`src/rtl/aegl_pkg.sv`:
```
`timescale 1ns / 1ps
// ----------------------------------------------------------------------------
// aegl_pkg
// Types, constants and the gain ladder for the auto exposure gain loop.
// ----------------------------------------------------------------------------
package aegl_pkg;

  localparam int ExpW      = 16;
  localparam int LumaW     = 8;
  localparam int GainSteps = 6;
  localparam int GainIdxW  = 3;
  localparam int CodeW     = 5;
  localparam int SettleW   = 8;
  localparam int DampRegW  = 9;
  localparam int DampW     = 11;
  localparam int AluW      = 28;
  localparam int DivSteps  = 16;
  localparam int DivCntW   = $clog2(DivSteps);
  localparam int CfgIdxW   = 3;
  localparam int CfgDataW  = 16;

  localparam int RatioOne     = 256;
  localparam int RatioLumaZero = 512;
  localparam int DampMin      = 64;
  localparam int DampMax      = 1024;

  typedef enum logic [3:0] {
    ST_IDLE,
    ST_CHECK,
    ST_DIV,
    ST_MAG,
    ST_MULD,
    ST_FIX,
    ST_MULE,
    ST_SCALE,
    ST_DONE
  } state_t;

  typedef enum logic [CfgIdxW-1:0] {
    REG_AUTO_ENABLE  = 3'd0,
    REG_TARGET_LUMA  = 3'd1,
    REG_DEADBAND     = 3'd2,
    REG_SETTLE_LIMIT = 3'd3,
    REG_DAMPING      = 3'd4,
    REG_MAX_EXPOSURE = 3'd5
  } cfg_reg_t;

  function automatic logic [CodeW-1:0] ladder_code(input logic [GainIdxW-1:0] idx);
    logic [GainIdxW-1:0] step;
    logic [CodeW-1:0]    code;
    step = (idx > GainIdxW'(GainSteps - 1)) ? GainIdxW'(GainSteps - 1) : idx;
    case (step)
      3'd0:    code = 5'h00;
      3'd1:    code = 5'h01;
      3'd2:    code = 5'h03;
      3'd3:    code = 5'h07;
      3'd4:    code = 5'h0F;
      default: code = 5'h1F;
    endcase
    return code;
  endfunction

endpackage

```
`src/rtl/aegl_if.sv`:
```
`timescale 1ns / 1ps
// ----------------------------------------------------------------------------
// aegl_if
// Request channels of the auto exposure gain loop: statistics, results, config.
// ----------------------------------------------------------------------------
interface aegl_stats_if import aegl_pkg::*; ();
  logic            valid;
  logic            ready;
  logic            stats_valid;
  logic [LumaW-1:0] luma;
  logic [ExpW-1:0] current_exposure;

  modport source (output valid, stats_valid, luma, current_exposure, input ready);
  modport sink   (input valid, stats_valid, luma, current_exposure, output ready);
endinterface

interface aegl_result_if import aegl_pkg::*; ();
  logic                valid;
  logic                ready;
  logic [ExpW-1:0]     next_exposure;
  logic                exposure_write;
  logic [CodeW-1:0]    gain_code;
  logic                gain_write;
  logic [GainIdxW-1:0] gain_level;
  logic [SettleW-1:0]  settle_level;
  logic                in_deadband;

  modport source (output valid, next_exposure, exposure_write, gain_code, gain_write,
                  gain_level, settle_level, in_deadband, input ready);
  modport sink   (input valid, next_exposure, exposure_write, gain_code, gain_write,
                  gain_level, settle_level, in_deadband, output ready);
endinterface

interface aegl_cfg_if import aegl_pkg::*; ();
  logic                valid;
  logic                ready;
  logic [CfgIdxW-1:0]  index;
  logic [CfgDataW-1:0] data;

  modport source (output valid, index, data, input ready);
  modport sink   (input valid, index, data, output ready);
endinterface

```
`src/rtl/auto_exposure_gain_loop_unit.sv`:
```
`timescale 1ns / 1ps
// ----------------------------------------------------------------------------
// auto_exposure_gain_loop_unit
// Proportional auto exposure with an analog gain ladder, built on one shared
// add/subtract unit under a sequencer.
// ----------------------------------------------------------------------------
//  channel   dir   payload
//  cfg       in    index, data (register write)
//  stats     in    stats_valid, luma, current_exposure
//  result    out   next_exposure, exposure_write, gain_code, gain_write,
//                  gain_level, settle_level, in_deadband
//
//  A skipped or in-deadband request goes from ST_CHECK straight to ST_DONE.
//  A correcting request runs 16 restoring divide steps (skipped when luma
//  is zero), then up to 9 and 11 shift-add multiply steps, all on the one adder.
//  rst is synchronous; stats.ready is low from accept until the result is
//  loaded into the output register, which holds while result.ready is low.
// ----------------------------------------------------------------------------
module auto_exposure_gain_loop_unit import aegl_pkg::*; (
  input  logic    clk,
  input  logic    rst,
  aegl_cfg_if.sink      cfg,
  aegl_stats_if.sink    stats,
  aegl_result_if.source result
);

  state_t state, state_next;

  logic                auto_enable;
  logic [LumaW-1:0]    target_luma;
  logic [LumaW-1:0]    deadband;
  logic [SettleW-1:0]  settle_limit;
  logic [DampRegW-1:0] damping;
  logic [ExpW-1:0]     max_exposure;

  logic [GainIdxW-1:0] gain_index;
  logic [SettleW-1:0]  settle_counter;

  logic                stat_ok;
  logic [LumaW-1:0]    luma;
  logic [ExpW-1:0]     cur;
  logic                neg_err;
  logic                ratio_pos;
  logic [ExpW-1:0]     quo;
  logic [LumaW-1:0]    rem;
  logic [DivCntW-1:0]  cnt;
  logic [AluW-1:0]     mcand;
  logic [DampW-1:0]    mplier;
  logic [AluW-1:0]     acc;

  logic [ExpW-1:0]     res_exposure;
  logic                res_exp_wr;
  logic                res_gain_wr;
  logic [GainIdxW-1:0] res_gain;
  logic [SettleW-1:0]  res_settle;
  logic                res_inband;

  logic                out_valid;
  logic                out_load;

  logic [AluW-1:0]     alu_a;
  logic [AluW-1:0]     alu_b;
  logic                alu_sub;
  logic [AluW-1:0]     alu_res;

  logic                err_neg;
  logic [LumaW-1:0]    aerr;
  logic                active;
  logic                div_borrow;
  logic [LumaW:0]      trial;
  logic [DampRegW-1:0] dmp;
  logic [DampW-1:0]    damp_v;
  logic [AluW-9:0]     scaled;
  logic [ExpW-1:0]     maxe;

  assign cfg.ready   = 1'b1;
  assign stats.ready = (state == ST_IDLE);
  assign out_load    = (state == ST_DONE) && (!out_valid || result.ready);

  // shared adder
  assign trial = {rem, quo[ExpW-1]};

  always_comb begin
    alu_a   = '0;
    alu_b   = '0;
    alu_sub = 1'b0;
    case (state)
      ST_CHECK: begin
        alu_a   = AluW'(target_luma);
        alu_b   = AluW'(luma);
        alu_sub = 1'b1;
      end
      ST_DIV: begin
        alu_a   = AluW'(trial);
        alu_b   = AluW'(luma);
        alu_sub = 1'b1;
      end
      ST_MAG: begin
        if (quo >= ExpW'(RatioOne)) begin
          alu_a = AluW'(quo);
          alu_b = AluW'(RatioOne);
        end else begin
          alu_a = AluW'(RatioOne);
          alu_b = AluW'(quo);
        end
        alu_sub = 1'b1;
      end
      ST_MULD, ST_MULE: begin
        alu_a = acc;
        alu_b = mcand;
      end
      ST_FIX: begin
        alu_a = AluW'(RatioOne);
        if (ratio_pos) begin
          alu_b = AluW'(acc[AluW-1:8]);
        end else begin
          alu_b   = AluW'(acc[AluW-1:8]) + AluW'(|acc[7:0]);
          alu_sub = 1'b1;
        end
      end
      default: ;
    endcase
    alu_res = alu_sub ? (alu_a - alu_b) : (alu_a + alu_b);
  end

  assign err_neg    = alu_res[AluW-1];
  assign aerr       = err_neg ? (~alu_res[LumaW-1:0] + LumaW'(1)) : alu_res[LumaW-1:0];
  assign active     = auto_enable && stat_ok;
  assign div_borrow = alu_res[AluW-1];
  assign dmp        = (damping > DampRegW'(RatioOne)) ? DampRegW'(RatioOne) : damping;
  assign scaled     = (acc[AluW-1:8] == '0) ? (AluW-8)'(1) : acc[AluW-1:8];
  assign maxe       = (max_exposure == '0) ? ExpW'(1) : max_exposure;

  always_comb begin
    if ($signed(alu_res) < $signed(AluW'(DampMin))) begin
      damp_v = DampW'(DampMin);
    end else if ($signed(alu_res) > $signed(AluW'(DampMax))) begin
      damp_v = DampW'(DampMax);
    end else begin
      damp_v = alu_res[DampW-1:0];
    end
  end

  always_ff @(posedge clk) begin
    if (rst) begin
      state <= ST_IDLE;
    end else begin
      state <= state_next;
    end
  end

  always_comb begin
    state_next = state;
    unique case (state)
      ST_IDLE: begin
        if (stats.valid) state_next = ST_CHECK;
      end
      ST_CHECK: begin
        if (!active || aerr <= deadband) state_next = ST_DONE;
        else if (luma == '0) state_next = ST_MAG;
        else state_next = ST_DIV;
      end
      ST_DIV: begin
        if (cnt == DivCntW'(DivSteps - 1)) state_next = ST_MAG;
      end
      ST_MAG:   state_next = ST_MULD;
      ST_MULD: begin
        if (mplier[DampW-1:1] == '0) state_next = ST_FIX;
      end
      ST_FIX:   state_next = ST_MULE;
      ST_MULE: begin
        if (mplier[DampW-1:1] == '0) state_next = ST_SCALE;
      end
      ST_SCALE: state_next = ST_DONE;
      ST_DONE: begin
        if (out_load) state_next = ST_IDLE;
      end
      default:  state_next = ST_IDLE;
    endcase
  end

  // datapath
  always_ff @(posedge clk) begin
    unique case (state)
      ST_IDLE: begin
        stat_ok <= stats.stats_valid;
        luma    <= stats.luma;
        cur     <= (stats.current_exposure == '0) ? ExpW'(1) : stats.current_exposure;
      end
      ST_CHECK: begin
        neg_err      <= err_neg;
        res_exposure <= '0;
        res_exp_wr   <= 1'b0;
        res_gain_wr  <= 1'b0;
        res_gain     <= gain_index;
        res_settle   <= settle_counter;
        res_inband   <= 1'b0;
        rem          <= '0;
        cnt          <= '0;
        quo          <= (luma == '0) ? ExpW'(RatioLumaZero) : {target_luma, 8'h00};
        if (active) begin
          if (aerr <= deadband) begin
            res_inband <= 1'b1;
            if (settle_counter < settle_limit) res_settle <= settle_counter + SettleW'(1);
          end else begin
            res_settle <= '0;
          end
        end
      end
      ST_DIV: begin
        rem <= div_borrow ? trial[LumaW-1:0] : alu_res[LumaW-1:0];
        quo <= {quo[ExpW-2:0], !div_borrow};
        cnt <= cnt + DivCntW'(1);
      end
      ST_MAG: begin
        ratio_pos <= (quo >= ExpW'(RatioOne));
        mcand     <= alu_res;
        mplier    <= DampW'(dmp);
        acc       <= '0;
      end
      ST_MULD, ST_MULE: begin
        if (mplier[0]) acc <= alu_res;
        mcand  <= {mcand[AluW-2:0], 1'b0};
        mplier <= {1'b0, mplier[DampW-1:1]};
      end
      ST_FIX: begin
        mcand  <= AluW'(cur);
        mplier <= damp_v;
        acc    <= '0;
      end
      ST_SCALE: begin
        res_exp_wr <= 1'b1;
        if (scaled > (AluW-8)'(maxe)) begin
          res_exposure <= maxe;
          if (gain_index < GainIdxW'(GainSteps - 1)) begin
            res_gain    <= gain_index + GainIdxW'(1);
            res_gain_wr <= 1'b1;
          end
        end else if (neg_err && gain_index != '0 && scaled < (AluW-8)'(maxe >> 1)) begin
          res_gain     <= gain_index - GainIdxW'(1);
          res_gain_wr  <= 1'b1;
          res_exp_wr   <= 1'b0;
          res_exposure <= '0;
        end else begin
          res_exposure <= scaled[ExpW-1:0];
        end
      end
      ST_DONE: ;
      default: ;
    endcase
  end

  // state commit and config registers
  always_ff @(posedge clk) begin
    if (rst) begin
      gain_index     <= '0;
      settle_counter <= '0;
      auto_enable    <= 1'b1;
      target_luma    <= 8'd128;
      deadband       <= 8'd8;
      settle_limit   <= 8'd4;
      damping        <= 9'd128;
      max_exposure   <= 16'hFFFF;
    end else begin
      if (out_load) begin
        gain_index     <= res_gain;
        settle_counter <= res_settle;
      end
      if (cfg.valid) begin
        unique case (cfg.index)
          REG_AUTO_ENABLE: begin
            auto_enable    <= cfg.data[0];
            settle_counter <= '0;
          end
          REG_TARGET_LUMA:  target_luma  <= cfg.data[LumaW-1:0];
          REG_DEADBAND:     deadband     <= cfg.data[LumaW-1:0];
          REG_SETTLE_LIMIT: settle_limit <= cfg.data[SettleW-1:0];
          REG_DAMPING:      damping      <= cfg.data[DampRegW-1:0];
          REG_MAX_EXPOSURE: max_exposure <= cfg.data[ExpW-1:0];
          default: ;
        endcase
      end
    end
  end

  // output register
  always_ff @(posedge clk) begin
    if (rst) begin
      out_valid <= 1'b0;
    end else if (out_load) begin
      out_valid <= 1'b1;
    end else if (result.ready) begin
      out_valid <= 1'b0;
    end
  end

  always_ff @(posedge clk) begin
    if (out_load) begin
      result.next_exposure  <= res_exposure;
      result.exposure_write <= res_exp_wr;
      result.gain_code      <= ladder_code(res_gain);
      result.gain_write     <= res_gain_wr;
      result.gain_level     <= res_gain;
      result.settle_level   <= res_settle;
      result.in_deadband    <= res_inband;
    end
  end

  assign result.valid = out_valid;

endmodule

```
`src/flat_wrapper.sv`:
```
// flat-port wrapper written by rule: the top's interface ports become plain ports
module auto_exposure_gain_loop_unit_flat import aegl_pkg::*;
  (clk, rst, cfg_valid, cfg_index, cfg_data, cfg_ready, stats_valid, stats_stats_valid, stats_luma, stats_current_exposure, stats_ready, result_valid, result_next_exposure, result_exposure_write, result_gain_code, result_gain_write, result_gain_level, result_settle_level, result_in_deadband, result_ready);
  aegl_cfg_if cfg_i ();
  aegl_stats_if stats_i ();
  aegl_result_if result_i ();
  input  logic clk;
  input  logic rst;
  input wire logic [$bits(cfg_i.valid)-1:0] cfg_valid;
  input wire logic [$bits(cfg_i.index)-1:0] cfg_index;
  input wire logic [$bits(cfg_i.data)-1:0] cfg_data;
  output wire logic [$bits(cfg_i.ready)-1:0] cfg_ready;
  input wire logic [$bits(stats_i.valid)-1:0] stats_valid;
  input wire logic [$bits(stats_i.stats_valid)-1:0] stats_stats_valid;
  input wire logic [$bits(stats_i.luma)-1:0] stats_luma;
  input wire logic [$bits(stats_i.current_exposure)-1:0] stats_current_exposure;
  output wire logic [$bits(stats_i.ready)-1:0] stats_ready;
  output wire logic [$bits(result_i.valid)-1:0] result_valid;
  output wire logic [$bits(result_i.next_exposure)-1:0] result_next_exposure;
  output wire logic [$bits(result_i.exposure_write)-1:0] result_exposure_write;
  output wire logic [$bits(result_i.gain_code)-1:0] result_gain_code;
  output wire logic [$bits(result_i.gain_write)-1:0] result_gain_write;
  output wire logic [$bits(result_i.gain_level)-1:0] result_gain_level;
  output wire logic [$bits(result_i.settle_level)-1:0] result_settle_level;
  output wire logic [$bits(result_i.in_deadband)-1:0] result_in_deadband;
  input wire logic [$bits(result_i.ready)-1:0] result_ready;
  assign cfg_i.valid = cfg_valid;
  assign cfg_i.index = cfg_index;
  assign cfg_i.data = cfg_data;
  assign cfg_ready = cfg_i.ready;
  assign stats_i.valid = stats_valid;
  assign stats_i.stats_valid = stats_stats_valid;
  assign stats_i.luma = stats_luma;
  assign stats_i.current_exposure = stats_current_exposure;
  assign stats_ready = stats_i.ready;
  assign result_valid = result_i.valid;
  assign result_next_exposure = result_i.next_exposure;
  assign result_exposure_write = result_i.exposure_write;
  assign result_gain_code = result_i.gain_code;
  assign result_gain_write = result_i.gain_write;
  assign result_gain_level = result_i.gain_level;
  assign result_settle_level = result_i.settle_level;
  assign result_in_deadband = result_i.in_deadband;
  assign result_i.ready = result_ready;
  auto_exposure_gain_loop_unit u_core (.clk(clk), .rst(rst), .cfg(cfg_i), .stats(stats_i), .result(result_i));
endmodule
```
`config.mk`:
```
export PLATFORM = sky130hd
export DESIGN_NAME = auto_exposure_gain_loop_unit_flat
export DESIGN_NICKNAME = d
export VERILOG_FILES = /design/src/rtl/aegl_pkg.sv /design/src/rtl/aegl_if.sv /design/src/rtl/auto_exposure_gain_loop_unit.sv /design/src/flat_wrapper.sv
export SDC_FILE = /design/constraint.sdc
export NUM_CORES = 1
export LEC_CHECK = 0
export CAP_MARGIN = 0
export CELL_PAD_IN_SITES_DETAIL_PLACEMENT = 1
export CELL_PAD_IN_SITES_GLOBAL_PLACEMENT = 1
export CORE_ASPECT_RATIO = 0.7
export CORE_MARGIN = 1.5
export CORE_UTILIZATION = 54
export DETAILED_ROUTE_END_ITERATION = 8
export DONT_BUFFER_PORTS = 1
export PLACE_DENSITY_LB_ADDON = 0.1
export SLEW_MARGIN = 0
export SYNTH_ARGS = -nofsm -noshare
export SYNTH_HDL_FRONTEND = slang
export SYNTH_SLANG_ARGS = --single-unit
```
`constraint.sdc`:
```
create_clock -name clk -period 15.3 [get_ports clk]
set_input_delay 3.06 -clock clk [delete_from_list [all_inputs] [get_ports clk]]
set_output_delay 3.06 -clock clk [all_outputs]
set_load 0.01 [all_outputs]
```
==> results.md <==
- EDFF count, synth: about 190
- First-pass GRT wire length: 77.9 mm
- Crit-path max FO: 16
- Hold_buf cts: 0
- Synth warn: 0
- Main synth FF type: edfxtp_1
- Setup Buffers After CTS: 0
- Final min period: around 9800 ps
- Largest net degree at the start of global routing: 66
- Cell Rows: a little over 50
- Post-synth cell types: 92
- Worst-skew pair later-pin latency: between 500 and 600 ps
- Slew margin rel.: between 20 and 25%
- Fraction of layout cells with a size suffix above 1: under 10%
- GRT Overall Usage: roughly a third
- WP data required: ~16000 ps
- Initial Utilization: a little over half
- Met3 Use GR: between 7 and 8%
- Setup Crit Path Kind: flop to flop
- Half-perimeter wire length after placement: roughly 38 mm
- Initial antenna violation count: 1
- Num CTS Buffers: 26
- Die Span Y: around 140 um
- Port Buffers: 0
- Post-Syn Area: 15300 um2
- Place WS: roughly 5700 ps
- Final hold slack: ~420 ps
- Root Buffer: clkbuf_16
- DIE AREA: a little under 30000 um2
- CP most frequent cell: o21ai_0
- DR iter-0 viols: roughly 1300
- Met1 Usage GRT: roughly half
- Final Skew: between 15 and 20 ps
- Total Wirelength: between 50 and 60 mm
- DR DRC count: 0
- Dpl cell area: ~16000 um2
- RSZ-0062 raised after global routing: no
- Gpl congestion: about 0.93
- CP Capture Type: flop
- Tightest Pin Transition: between 1000 and 1500 ps
- Routed len/inst: approximately 26 um
- Worst-case clock buffer depth: 3
- HP Class: flop to flop
- Period utilization: between 60% and 70%
- Number of setup violations in the final report: 0
- Core footprint: 27900 um2
- Layout area overhead: 6.75%
- Register area share after synthesis: around 45%
- Sink Count: around 250
- Synth Area per Inst: around 9.2 um2
- CTS H-tree lvls: 1
- Final Slew Violations: 0
- Asr flop ratio synth: 0%
- Slowest stage delay, CP: 750 ps
- Setup TNS: 0 ps
- Maxcap violations: 0
- CP startpoint kind: flop
- PostCTS Resize Cnt: 0
- CTS tree: done
- Pre-antenna DRT Iters: 8
- Final hold vios: 0
- Crit path max-delay cell type: dfxtp_1
- Vias in the first global route: approximately 13000
- Run status: finished, final reports clean
- Final Instance Area: about 16000 um2
- DR vias/cell: ~6.6
- M2 GR Usage: a little over half
- Cells after Synth: around 1700
- GR peak layer: met2
- Via count of the routed design: between 10000 and 15000
- Die X: approximately 200 um
- Grt ovf: 0
- # IOs: slightly below 90
- Arrival time worst endpoint: 10150 ps
- Setup ws final: 5450 ps
- Max frequency: around 100 MHz
- Total Nets Final: 1722
- Flip-flop and latch count after synthesis: around 250
- Post-synth net total: around 1800
- Worst-path clk slew: ~60 ps
- Antenna Nets Post-Route: 0
worst max-delay path, delay by kind of cell (launching register included):
| kind | cells | cell delay (ps) |
|---|---|---|
| DFF | 1 | 750 |
| adders and majority gates | 3 | 940 |
| AOI/OAI and AO/OA | 14 | 3820 |
| muxes | 2 | 670 |
| buffers and inverters | 2 | 390 |
| xor gates and xnor gates | 2 | 460 |
| and+or+nand+nor | 7 | 2540 |
path summary, 6_finish.rpt:
| check | to | slack, ps | depth (start not counted) | startpoint |
|---|---|---|---|---|
| worst max-delay path | u_core.res_settle[7]$_DFFE_PP_ | 5450 | 30 | u_core.state[3]$_SDFFE_PP0P_ |
| worst max register to register | u_core.res_settle[7]$_DFFE_PP_ | 5450 | 30 | u_core.state[3]$_SDFFE_PP0P_ |
| worst min register to register | u_core.result.in_deadband$_DFFE_PP_ | 420 | 0 | u_core.res_inband$_SDFFCE_PN0P_ |
| worst min-delay path | u_core.result.in_deadband$_DFFE_PP_ | 420 | 0 | u_core.res_inband$_SDFFCE_PN0P_ |
cell usage in the layout (no fill, tap or decap), types with 14 or more instances in the layout:
cell,Yosys,layout
nand4_1,20,20
nand2_1,300,300
or3_1,14,14
buf_4,2,16
mux2i_1,20,20
nor3_1,27,25
ha_1,78,78
and3_1,27,27
clkbuf_16,0,28
nor4_1,25,25
and2_1,24,24
o21ai_0,76,76
dfxtp_1,66,66
xor2_1,25,25
a22oi_1,25,25
inv_1,60,59
a21oi_1,114,114
xnor2_1,39,39
or2_2,16,16
nor2_1,103,103
nand2b_1,16,16
nand3_1,40,40
a21o_1,32,32
nand3b_1,27,27
edfxtp_1,187,187
layout make-up:
class	instances	area (um2)
flip-flops and latches	253	6940
inverters	64	240
diodes	1	2.50
repair buffers	16	120
multi-input cells	1232	7750
fillers	3116	11500
clock buffers	37	734
clock inverters	11	120
well taps	371	464
cells by family (layout without fill, tap and decap cells):
| logic type | after synthesis | after routing | synth area share (%) |
|---|---|---|---|
| buf+inv | 174 | 128 | 4.47 |
| compound gates | 384 | 384 | 16.6 |
| xor+xnor | 65 | 65 | 3.76 |
| mux | 23 | 23 | 1.53 |
| flops | 253 | 253 | 45.2 |
| other cells | 1 | 2 | 0.0245 |
| simple gates | 679 | 679 | 21.8 |
| fa+ha+maj | 80 | 80 | 6.63 |
synth_stat cells (20+ instances only):
| cell | n | area share, % |
|---|---|---|
| and2_1 | 24 | 0.98 |
| a22oi_1 | 25 | 1.2 |
| dfxtp_1 | 66 | 8.6 |
| nand4_1 | 20 | 0.82 |
| nor2_1 | 103 | 2.5 |
| nand3b_1 | 27 | 1.3 |
| xnor2_1 | 39 | 2.2 |
| xor2_1 | 25 | 1.4 |
| ha_1 | 78 | 6.4 |
| and3_1 | 27 | 1.1 |
| edfxtp_1 | 187 | 37 |
| a21oi_1 | 114 | 3.7 |
| a21o_1 | 32 | 1.6 |
| o21ai_0 | 76 | 2.5 |
| clkbuf_1 | 93 | 2.3 |
| nand2_1 | 300 | 7.3 |
| nor4_1 | 25 | 1.0 |
| inv_1 | 60 | 1.5 |
| nor3_1 | 27 | 0.88 |
| nand3_1 | 40 | 1.3 |
| mux2i_1 | 20 | 1.3 |
through the flow:
step / util (%) / std cells
floorplan: - / 1659
global placement: 55.6 / 1936
detailed placement: 55.6 / 1936
CTS: 58.7 / 1984
global route: 58.7 / 1984
finish: 58.7 / 1985
state kept, by name (all words and copies together), names as in the netlist, 9 cells and up:
signal,flops
u_core.acc,28
u_core.damping,9
u_core.max_exposure,16
u_core.res_exposure,16
u_core.cur,16
u_core.quo,16
u_core.mcand,28
u_core.result.next_exposure,16
u_core.mplier,11
per-layer routing:
metal	wire, um	share of wire (%)	up-vias
li1	-	-	5877
met2	23100	45	560
met4	1600	3.1	0
met3	4480	8.7	117
met5	0	0	-
met1	22100	43	6543
Power is left out: the tool's default activity adds up to more than one toggle a clock period on the data nets, which glitch-free logic cannot reach.
